==> config.mk <==
export PLATFORM = sky130hd
export DESIGN_NAME = duration_text_parser
export DESIGN_NICKNAME = d
export VERILOG_FILES = /design/src/design/dtp_pkg.sv /design/src/design/duration_text_parser.sv /design/src/design/dtp_front.sv /design/src/design/dtp_queue.sv /design/src/design/dtp_back.sv
export SDC_FILE = /design/constraint.sdc
export NUM_CORES = 2
export LEC_CHECK = 0
export BUFFER_PORTS_ARGS = -buffer_cell sky130_fd_sc_hd__clkbuf_2
export CAP_MARGIN = 30
export CORE_MARGIN = 4
export CORE_UTILIZATION = 50
export DETAILED_ROUTE_END_ITERATION = 7
export GPL_TIMING_DRIVEN = 0
export PLACE_DENSITY = 0.66
export SLEW_MARGIN = 40
export SYNTH_ARGS = -nofsm -noshare
export SYNTH_HDL_FRONTEND = slang
export SYNTH_HIERARCHICAL = 1
export SYNTH_SLANG_ARGS = --single-unit
==> constraint.sdc <==
create_clock -name clk -period 17.66 [get_ports clk]
set_input_delay 2.649 -clock clk [delete_from_list [all_inputs] [get_ports clk]]
set_output_delay 2.649 -clock clk [all_outputs]
set_load 0.03 [all_outputs]
==> src/design/dtp_pkg.sv <==
// Shared types, constants and helper functions for the duration text parser.
// No dependencies; every other design file imports this package.
`default_nettype none

package dtp_pkg;

  localparam int DTP_QUEUE_DEPTH = 2;

  localparam logic [63:0] NS_PER_SEC  = 64'd1000000000;
  localparam logic [63:0] NS_PER_MIN  = NS_PER_SEC * 64'd60;
  localparam logic [63:0] NS_PER_HOUR = NS_PER_MIN * 64'd60;

  localparam logic [3:0] FRAC_LAST = 4'd9;

  typedef enum logic [3:0] {
    TK_BLANK  = 4'd0,
    TK_PLUS   = 4'd1,
    TK_MINUS  = 4'd2,
    TK_DIGIT  = 4'd3,
    TK_UNIT_H = 4'd4,
    TK_UNIT_M = 4'd5,
    TK_UNIT_S = 4'd6,
    TK_DOT    = 4'd7,
    TK_OTHER  = 4'd8,
    TK_END    = 4'd9
  } tok_kind_t;

  typedef struct packed {
    tok_kind_t  kind;
    logic [3:0] digit;
  } tok_t;

  typedef enum logic [6:0] {
    PH_BETWEEN  = 7'b0000001,
    PH_SIGNED   = 7'b0000010,
    PH_DIGITS   = 7'b0000100,
    PH_AFTERNUM = 7'b0001000,
    PH_FRACTION = 7'b0010000,
    PH_FRACEND  = 7'b0100000,
    PH_ERROR    = 7'b1000000
  } phase_t;

  function automatic logic [26:0] frac_weight(input logic [3:0] place);
    logic [26:0] w;
    case (place)
      4'd0:    w = 27'd100000000;
      4'd1:    w = 27'd10000000;
      4'd2:    w = 27'd1000000;
      4'd3:    w = 27'd100000;
      4'd4:    w = 27'd10000;
      4'd5:    w = 27'd1000;
      4'd6:    w = 27'd100;
      4'd7:    w = 27'd10;
      4'd8:    w = 27'd1;
      default: w = 27'd0;
    endcase
    return w;
  endfunction

  function automatic logic [63:0] scaled_digit(input logic [3:0] d,
                                               input logic [63:0] unit_ns);
    return unit_ns * {60'd0, d};
  endfunction

  function automatic logic [63:0] times_ten(input logic [63:0] a);
    return (a << 3) + (a << 1);
  endfunction

endpackage

`default_nettype wire

==> src/design/duration_text_parser.sv <==
// Duration text parser: one text byte per word in, one result per end word out.
// An accepted end word goes into the token queue; the parse engine pops it and
// registers the result and out_valid. Throughput: one word per cycle while
// in_ready is high; a result not yet taken holds the next end word at the queue
// head, and in_ready drops once the token queue fills behind it.
// Reset clears the parse state, the token queue and the output valid flag.
`default_nettype none

module duration_text_parser #(
  parameter int QUEUE_DEPTH = dtp_pkg::DTP_QUEUE_DEPTH
) (
  input  wire logic          clk,
  input  wire logic          rst_n,
  input  wire logic          in_valid,
  output logic               in_ready,
  input  wire logic [7:0]    in_char_code,
  input  wire logic          in_end_of_text,
  output logic               out_valid,
  input  wire logic          out_ready,
  output logic               out_parse_ok,
  output logic signed [63:0] out_duration_ns
);
  import dtp_pkg::*;

  logic q_full;
  logic push;
  tok_t push_tok;
  logic head_valid;
  tok_t head_tok;
  logic pop;

  dtp_front u_front (
    .in_valid       (in_valid),
    .in_ready       (in_ready),
    .in_char_code   (in_char_code),
    .in_end_of_text (in_end_of_text),
    .q_full         (q_full),
    .push           (push),
    .push_tok       (push_tok)
  );

  dtp_queue #(.DEPTH(QUEUE_DEPTH)) u_queue (
    .clk        (clk),
    .rst_n      (rst_n),
    .push       (push),
    .push_tok   (push_tok),
    .full       (q_full),
    .head_valid (head_valid),
    .head_tok   (head_tok),
    .pop        (pop)
  );

  dtp_back u_back (
    .clk             (clk),
    .rst_n           (rst_n),
    .head_valid      (head_valid),
    .head_tok        (head_tok),
    .pop             (pop),
    .out_valid       (out_valid),
    .out_ready       (out_ready),
    .out_parse_ok    (out_parse_ok),
    .out_duration_ns (out_duration_ns)
  );

endmodule

`default_nettype wire

==> src/design/dtp_front.sv <==
// Front end: takes input words and classifies each byte into a token.
// Depends on dtp_pkg; feeds dtp_queue.
`default_nettype none

module dtp_front (
  input  wire logic          in_valid,
  output logic               in_ready,
  input  wire logic [7:0]    in_char_code,
  input  wire logic          in_end_of_text,
  input  wire logic          q_full,
  output logic               push,
  output dtp_pkg::tok_t      push_tok
);
  import dtp_pkg::*;

  assign in_ready = !q_full;
  assign push     = in_valid && !q_full;

  always_comb begin
    push_tok.digit = 4'd0;
    if (in_end_of_text) begin
      push_tok.kind = TK_END;
    end else begin
      case (in_char_code) inside
        8'h20, 8'h09, 8'h0A, 8'h0D, 8'h0C: push_tok.kind = TK_BLANK;
        8'h2B:                             push_tok.kind = TK_PLUS;
        8'h2D:                             push_tok.kind = TK_MINUS;
        [8'h30:8'h39]: begin
          push_tok.kind  = TK_DIGIT;
          push_tok.digit = in_char_code[3:0];
        end
        8'h68, 8'h48:                      push_tok.kind = TK_UNIT_H;
        8'h6D, 8'h4D:                      push_tok.kind = TK_UNIT_M;
        8'h73, 8'h53:                      push_tok.kind = TK_UNIT_S;
        8'h2E:                             push_tok.kind = TK_DOT;
        default:                           push_tok.kind = TK_OTHER;
      endcase
    end
  end

endmodule

`default_nettype wire

==> src/design/dtp_queue.sv <==
// Short token queue between the classifier and the parse engine.
// Depends on dtp_pkg for the token type.
`default_nettype none

module dtp_queue #(
  parameter int DEPTH = dtp_pkg::DTP_QUEUE_DEPTH
) (
  input  wire logic          clk,
  input  wire logic          rst_n,
  input  wire logic          push,
  input  dtp_pkg::tok_t      push_tok,
  output logic               full,
  output logic               head_valid,
  output dtp_pkg::tok_t      head_tok,
  input  wire logic          pop
);
  import dtp_pkg::*;

  localparam int PW = (DEPTH > 1) ? $clog2(DEPTH) : 1;
  localparam int CW = $clog2(DEPTH + 1);
  localparam logic [PW-1:0] LAST = PW'(DEPTH - 1);

  tok_t          mem_r [DEPTH];
  logic [PW-1:0] wr_ptr_r, rd_ptr_r;
  logic [CW-1:0] count_r;

  assign full       = (count_r == CW'(DEPTH));
  assign head_valid = (count_r != '0);
  assign head_tok   = mem_r[rd_ptr_r];

  always_ff @(posedge clk) begin
    if (push) begin
      mem_r[wr_ptr_r] <= push_tok;
    end
  end

  always_ff @(posedge clk) begin
    if (!rst_n) begin
      wr_ptr_r <= '0;
      rd_ptr_r <= '0;
      count_r  <= '0;
    end else begin
      if (push) begin
        wr_ptr_r <= (wr_ptr_r == LAST) ? '0 : wr_ptr_r + PW'(1);
      end
      if (pop) begin
        rd_ptr_r <= (rd_ptr_r == LAST) ? '0 : rd_ptr_r + PW'(1);
      end
      if (push && !pop) begin
        count_r <= count_r + CW'(1);
      end else if (pop && !push) begin
        count_r <= count_r - CW'(1);
      end
    end
  end

endmodule

`default_nettype wire

==> src/design/dtp_back.sv <==
// Parse engine: consumes tokens, keeps the term scaled per unit and the total.
// Depends on dtp_pkg; drives the registered result word.
`default_nettype none

module dtp_back (
  input  wire logic          clk,
  input  wire logic          rst_n,
  input  wire logic          head_valid,
  input  dtp_pkg::tok_t      head_tok,
  output logic               pop,
  output logic               out_valid,
  input  wire logic          out_ready,
  output logic               out_parse_ok,
  output logic signed [63:0] out_duration_ns
);
  import dtp_pkg::*;

  phase_t      phase_r, phase_nxt;
  logic [63:0] acc_s_r, acc_s_nxt;
  logic [63:0] acc_m_r, acc_m_nxt;
  logic [63:0] acc_h_r, acc_h_nxt;
  logic        neg_r, neg_nxt;
  logic [63:0] total_r, total_nxt;
  logic        bare_min_r, bare_min_nxt;
  logic [3:0]  place_r, place_nxt;

  logic        out_valid_r;
  logic        out_ok_r;
  logic [63:0] out_dur_r;

  logic        is_end;
  logic [63:0] term_s, term_m, term_h;
  logic [63:0] dig_s, dig_m, dig_h;
  logic [63:0] frac_add;

  assign is_end = (head_tok.kind == TK_END);
  assign pop    = head_valid && (!is_end || !out_valid_r || out_ready);

  assign term_s = neg_r ? (64'd0 - acc_s_r) : acc_s_r;
  assign term_m = neg_r ? (64'd0 - acc_m_r) : acc_m_r;
  assign term_h = neg_r ? (64'd0 - acc_h_r) : acc_h_r;

  assign dig_s = scaled_digit(head_tok.digit, NS_PER_SEC);
  assign dig_m = scaled_digit(head_tok.digit, NS_PER_MIN);
  assign dig_h = scaled_digit(head_tok.digit, NS_PER_HOUR);

  assign frac_add = {33'd0, frac_weight(place_r) * {27'd0, head_tok.digit}};

  always_comb begin
    phase_nxt    = phase_r;
    acc_s_nxt    = acc_s_r;
    acc_m_nxt    = acc_m_r;
    acc_h_nxt    = acc_h_r;
    neg_nxt      = neg_r;
    total_nxt    = total_r;
    bare_min_nxt = bare_min_r;
    place_nxt    = place_r;
    if (is_end) begin
      phase_nxt    = PH_BETWEEN;
      acc_s_nxt    = '0;
      acc_m_nxt    = '0;
      acc_h_nxt    = '0;
      neg_nxt      = 1'b0;
      total_nxt    = '0;
      bare_min_nxt = 1'b0;
      place_nxt    = '0;
    end else begin
      case (phase_r)
        PH_BETWEEN: begin
          if (head_tok.kind == TK_PLUS || head_tok.kind == TK_MINUS) begin
            neg_nxt   = (head_tok.kind == TK_MINUS);
            phase_nxt = PH_SIGNED;
          end else if (head_tok.kind == TK_DIGIT) begin
            neg_nxt   = 1'b0;
            acc_s_nxt = dig_s;
            acc_m_nxt = dig_m;
            acc_h_nxt = dig_h;
            phase_nxt = PH_DIGITS;
          end else if (head_tok.kind != TK_BLANK) begin
            phase_nxt = PH_ERROR;
          end
        end
        PH_SIGNED: begin
          if (head_tok.kind == TK_DIGIT) begin
            acc_s_nxt = dig_s;
            acc_m_nxt = dig_m;
            acc_h_nxt = dig_h;
            phase_nxt = PH_DIGITS;
          end else if (head_tok.kind != TK_BLANK) begin
            phase_nxt = PH_ERROR;
          end
        end
        PH_DIGITS, PH_AFTERNUM: begin
          if (phase_r == PH_DIGITS && head_tok.kind == TK_DIGIT) begin
            acc_s_nxt = times_ten(acc_s_r) + dig_s;
            acc_m_nxt = times_ten(acc_m_r) + dig_m;
            acc_h_nxt = times_ten(acc_h_r) + dig_h;
          end else if (head_tok.kind == TK_BLANK) begin
            phase_nxt = PH_AFTERNUM;
          end else begin
            phase_nxt = PH_BETWEEN;
            case (head_tok.kind)
              TK_UNIT_H: begin
                total_nxt    = total_r + term_h;
                bare_min_nxt = 1'b1;
              end
              TK_UNIT_M: begin
                total_nxt    = total_r + term_m;
                bare_min_nxt = 1'b0;
              end
              TK_UNIT_S: begin
                total_nxt    = total_r + term_s;
                bare_min_nxt = 1'b0;
              end
              TK_DOT: begin
                total_nxt = total_r + term_s;
                place_nxt = '0;
                phase_nxt = PH_FRACTION;
              end
              default: begin
              end
            endcase
          end
        end
        PH_FRACTION, PH_FRACEND: begin
          if (phase_r == PH_FRACTION && head_tok.kind == TK_DIGIT) begin
            total_nxt = total_r + frac_add;
            if (place_r < FRAC_LAST) begin
              place_nxt = place_r + 4'd1;
            end
          end else if (head_tok.kind == TK_BLANK) begin
            phase_nxt = PH_FRACEND;
          end else if (head_tok.kind == TK_UNIT_S) begin
            bare_min_nxt = 1'b0;
            phase_nxt    = PH_BETWEEN;
          end else begin
            phase_nxt = PH_ERROR;
          end
        end
        default: phase_nxt = PH_ERROR;
      endcase
    end
  end

  always_ff @(posedge clk) begin
    if (!rst_n) begin
      phase_r    <= PH_BETWEEN;
      acc_s_r    <= '0;
      acc_m_r    <= '0;
      acc_h_r    <= '0;
      neg_r      <= 1'b0;
      total_r    <= '0;
      bare_min_r <= 1'b0;
      place_r    <= '0;
    end else if (pop) begin
      phase_r    <= phase_nxt;
      acc_s_r    <= acc_s_nxt;
      acc_m_r    <= acc_m_nxt;
      acc_h_r    <= acc_h_nxt;
      neg_r      <= neg_nxt;
      total_r    <= total_nxt;
      bare_min_r <= bare_min_nxt;
      place_r    <= place_nxt;
    end
  end

  always_ff @(posedge clk) begin
    if (!rst_n) begin
      out_valid_r <= 1'b0;
    end else if (pop && is_end) begin
      out_valid_r <= 1'b1;
    end else if (out_ready) begin
      out_valid_r <= 1'b0;
    end
  end

  always_ff @(posedge clk) begin
    if (pop && is_end) begin
      case (phase_r)
        PH_DIGITS, PH_AFTERNUM: begin
          out_ok_r  <= 1'b1;
          out_dur_r <= total_r + (bare_min_r ? term_m : term_s);
        end
        PH_SIGNED, PH_ERROR: begin
          out_ok_r  <= 1'b0;
          out_dur_r <= '0;
        end
        default: begin
          out_ok_r  <= 1'b1;
          out_dur_r <= total_r;
        end
      endcase
    end
  end

  assign out_valid       = out_valid_r;
  assign out_parse_ok    = out_ok_r;
  assign out_duration_ns = out_dur_r;

  a_end_clears: assert property (@(posedge clk) disable iff (!rst_n)
    (pop && is_end) |=> (phase_r == PH_BETWEEN && total_r == 64'd0 && !bare_min_r))
    else $error("parser state not cleared after end word");

  a_place_cap: assert property (@(posedge clk) disable iff (!rst_n)
    place_r <= FRAC_LAST)
    else $error("fraction place beyond last digit");

  a_err_zero: assert property (@(posedge clk) disable iff (!rst_n)
    (out_valid_r && !out_ok_r) |-> (out_dur_r == 64'd0))
    else $error("failed parse reports nonzero duration");

  a_no_overwrite: assert property (@(posedge clk) disable iff (!rst_n)
    (out_valid_r && !out_ready) |=> $stable(out_dur_r) && $stable(out_ok_r))
    else $error("pending result overwritten");

endmodule

`default_nettype wire
==> reports/qor.yml <==
status: "finished, final reports clean"
cts_setup_buffers: 0
yosysWarnings: 6
clk_pin_slew_worst_paths_ps: 60
dp_hpwl_um: 136000
portBuffers: 78
final_util_pct: 54.5
fillers: 8182
hold_viol: 0
grt_max_degree: 58
layout.nets: 6129
fin_crit_sh_pct: 55.0
max_cap_violations: 0
syn_area_per_cell_sq_um: 7.81
crit_required_ps: 18160
fin_worst_hold_slack_ps: 475
synthDistinctLibCells: 89
dr_total_vias: 42200
yosysSeqAreaShare_pct: 18.0
clockBufferDepth: 3
dpl_cell_area_sq_um: 44000
place_inst: 6550
clk_latency_ps: 610
grtUsageTotal_pct: 36.0
ys_top_cells_by_area: "ha_1 13%, dfxtp_1 12%, fa_1 7.7%, edfxtp_1 5.8%, xnor2_1 5.8%"
layout_setup_ws_ps: 7950
p_per_area_nw_per_um2: 133
drt_iter0_markers: 4563
cts_inserted_buffers: 44
rsz0062_at_grt: "no"
synth_edf_count: 81
worst-setup-path-type: "reg -> reg"
num_rows: 106
routed_via_density: 6.36
worst-endpoint-arrival_ps: 10200
crit_slowest_cell: "o31ai_1"
crit_family: "compound AO/OA/AOI/OAI gates"
syn_area_sq_um: 42000
p_leak_nw: 20.9
hold_class: "reg -> reg"
slew_headroom_pct: 36.1
place_ws_ps: 8160
yosys_register_bits: 337
period_minus_slack_ps: 9710
die_area_sq_um: 88800
overflow: 0
antenna_found_initial: 3
syn-num-nets: 5998
vdd_drop_max_uv: 370
finalPower_mw: 6.07
route.detailed.drc: 0
synth_top_area_share_pct: 13.0
final_cells: 6635
endpoint_kind: "register"
area_growth_pct: 8.28
start_util_pct: 50.3
path_buf_inv: 4
yosysTopAreaCell: "ha_1"
drive_gt1_share_pct: 4.85
slowest_delay_ps: 780
slew_violations: 0
gp_congestion: 1.04
drt_pass1_iterations: 8
fmax_ghz: 0.103
wirelength_um: 166000
core-area_sq_um: 83600
syn_inst: 5385
async_reset_ff_share_pct: 0
setup_violations: 0
dieHeight_um: 298
die_w_um: 298
ctsHoldBuffers: 0
cts_tree: "built"
skew_ps: 17.3
clock-sinks: 337
htreeDepth: 2
wire_per_inst_um: 25.0
grt_pass1_wl_um: 246000
startpoint_type: "register"
finalSetupTns_ps: 0
pin_count: 80
worst_slew_pin_slew_ps: 958
crit_path_max_fanout: 12
clock-root-buffer: "clkbuf_16"
synth_top_flop_cell: "dfxtp_1"
cts_resized: 0
final_area_sq_um: 45500
antenna_left: 0
final_common_cell: "nand2_1"
grt_pass1_vias: 39700
layout_common_cells: "524 x nand2_1, 438 x ha_1, 437 x a21oi_1"
[synth_stat cells (all sizes together), types with 22 or more instances]
cell type,count
a22oi,57
a211oi,43
mux2i,49
dfxtp,256
nor2,360
nor2b,56
o211ai,55
ha,438
nand4,64
nand3,116
nand2,524
o31ai,57
or3,34
o22ai,46
a21oi,438
nand2b,75
nor4,23
or4,34
and3,48
o221ai,35
and2,57
clkbuf,230
a21o,219
o21ai,417
inv,353
xnor2,277
o41ai,31
o21bai,77
fa,162
xor2,201
edfxtp,81
a41oi,22
o21a,28
nor3,95
a31oi,60
[worst min-delay path, cell delays in order, from the launching register on]
cell     delay [ps]
dfxtp_1         320
nand2_1          60
a21oi_1          50
[cells by family (layout without fill, tap and decap cells)]
| group | Yosys count | in the layout | share of synthesized area (%) |
|---|---|---|---|
| AOI/OAI and AO/OA | 1744 | 1744 | 26.6 |
| and+or+nand+nor | 1561 | 1561 | 17.8 |
| buffers and inverters | 606 | 773 | 5.48 |
| adders and majority gates | 600 | 600 | 20.7 |
| xor gates and xnor gates | 478 | 478 | 9.96 |
| DFF | 337 | 337 | 18.0 |
| muxes | 59 | 59 | 1.43 |
| other | 0 | 3 | 0 |
[state kept, by name (all words and copies together) (netlist names), named ones only]
name                    flops
u_back/out_valid            1
u_back/out_duration_ns     64
u_queue/count_r             2
u_back/place_r              4
u_back/acc_m_r             52
u_back/acc_s_r             50
u_back/total_r             64
u_back/phase_r              7
u_back/neg_r                1
u_queue/mem_r              16
u_queue/wr_ptr_r            1
u_back/acc_h_r             51
u_back/out_parse_ok         1
u_queue/rd_ptr_r            1
u_back/bare_min_r           1
[power by group]
group	internal, mW	leakage (nW)	total (mW)	switching, mW
combinational	1.44	17.4	4.27	2.83
sequential	0.829	2.83	0.854	0.0251
clock	0.563	0.738	0.953	0.389
[final cells by class]
class                           instances  area, sq um  area share, %
Inverter                              355         1340           2.94
Sequential cell                       337         7560           16.6
Timing Repair Buffer                   85          503           1.10
Clock inverter                         28          337          0.739
Buffer                                251         1010           2.21
Clock buffer                           54         1170           2.57
Tap cell                             1080         1350           2.97
Antenna cell                            3         7.51         0.0165
Multi-Input combinational cell       4442        32300           70.9
[worst paths after layout]
check,startpoint,endpoint,slack [ps],depth (start not counted)
worst min register to register,u_back/acc_h_r[28]$_SDFFE_PN0P_,u_back/acc_h_r[28]$_SDFFE_PN0P_,470,2
worst min-delay path,u_back/acc_h_r[28]$_SDFFE_PN0P_,u_back/acc_h_r[28]$_SDFFE_PN0P_,470,2
worst max-delay path,register,u_back/acc_s_r[62]$_SDFFE_PN0P_,7950,27
worst max register to register,register,u_back/acc_s_r[62]$_SDFFE_PN0P_,7950,27
[layer usage]
metal / part of all wire, % / wire length, um / up-vias / track usage, %
met2: 42 / 69200 / 2148 / 54.3
met5: 0.024 / 40 / - / 0
met3: 10 / 16900 / 449 / 6.70
li1: - / - / 19800 / -
met1: 42 / 68900 / 19900 / 48.6
met4: 6.5 / 10700 / 2 / 19.8
(Power assumes the default switching activity.)
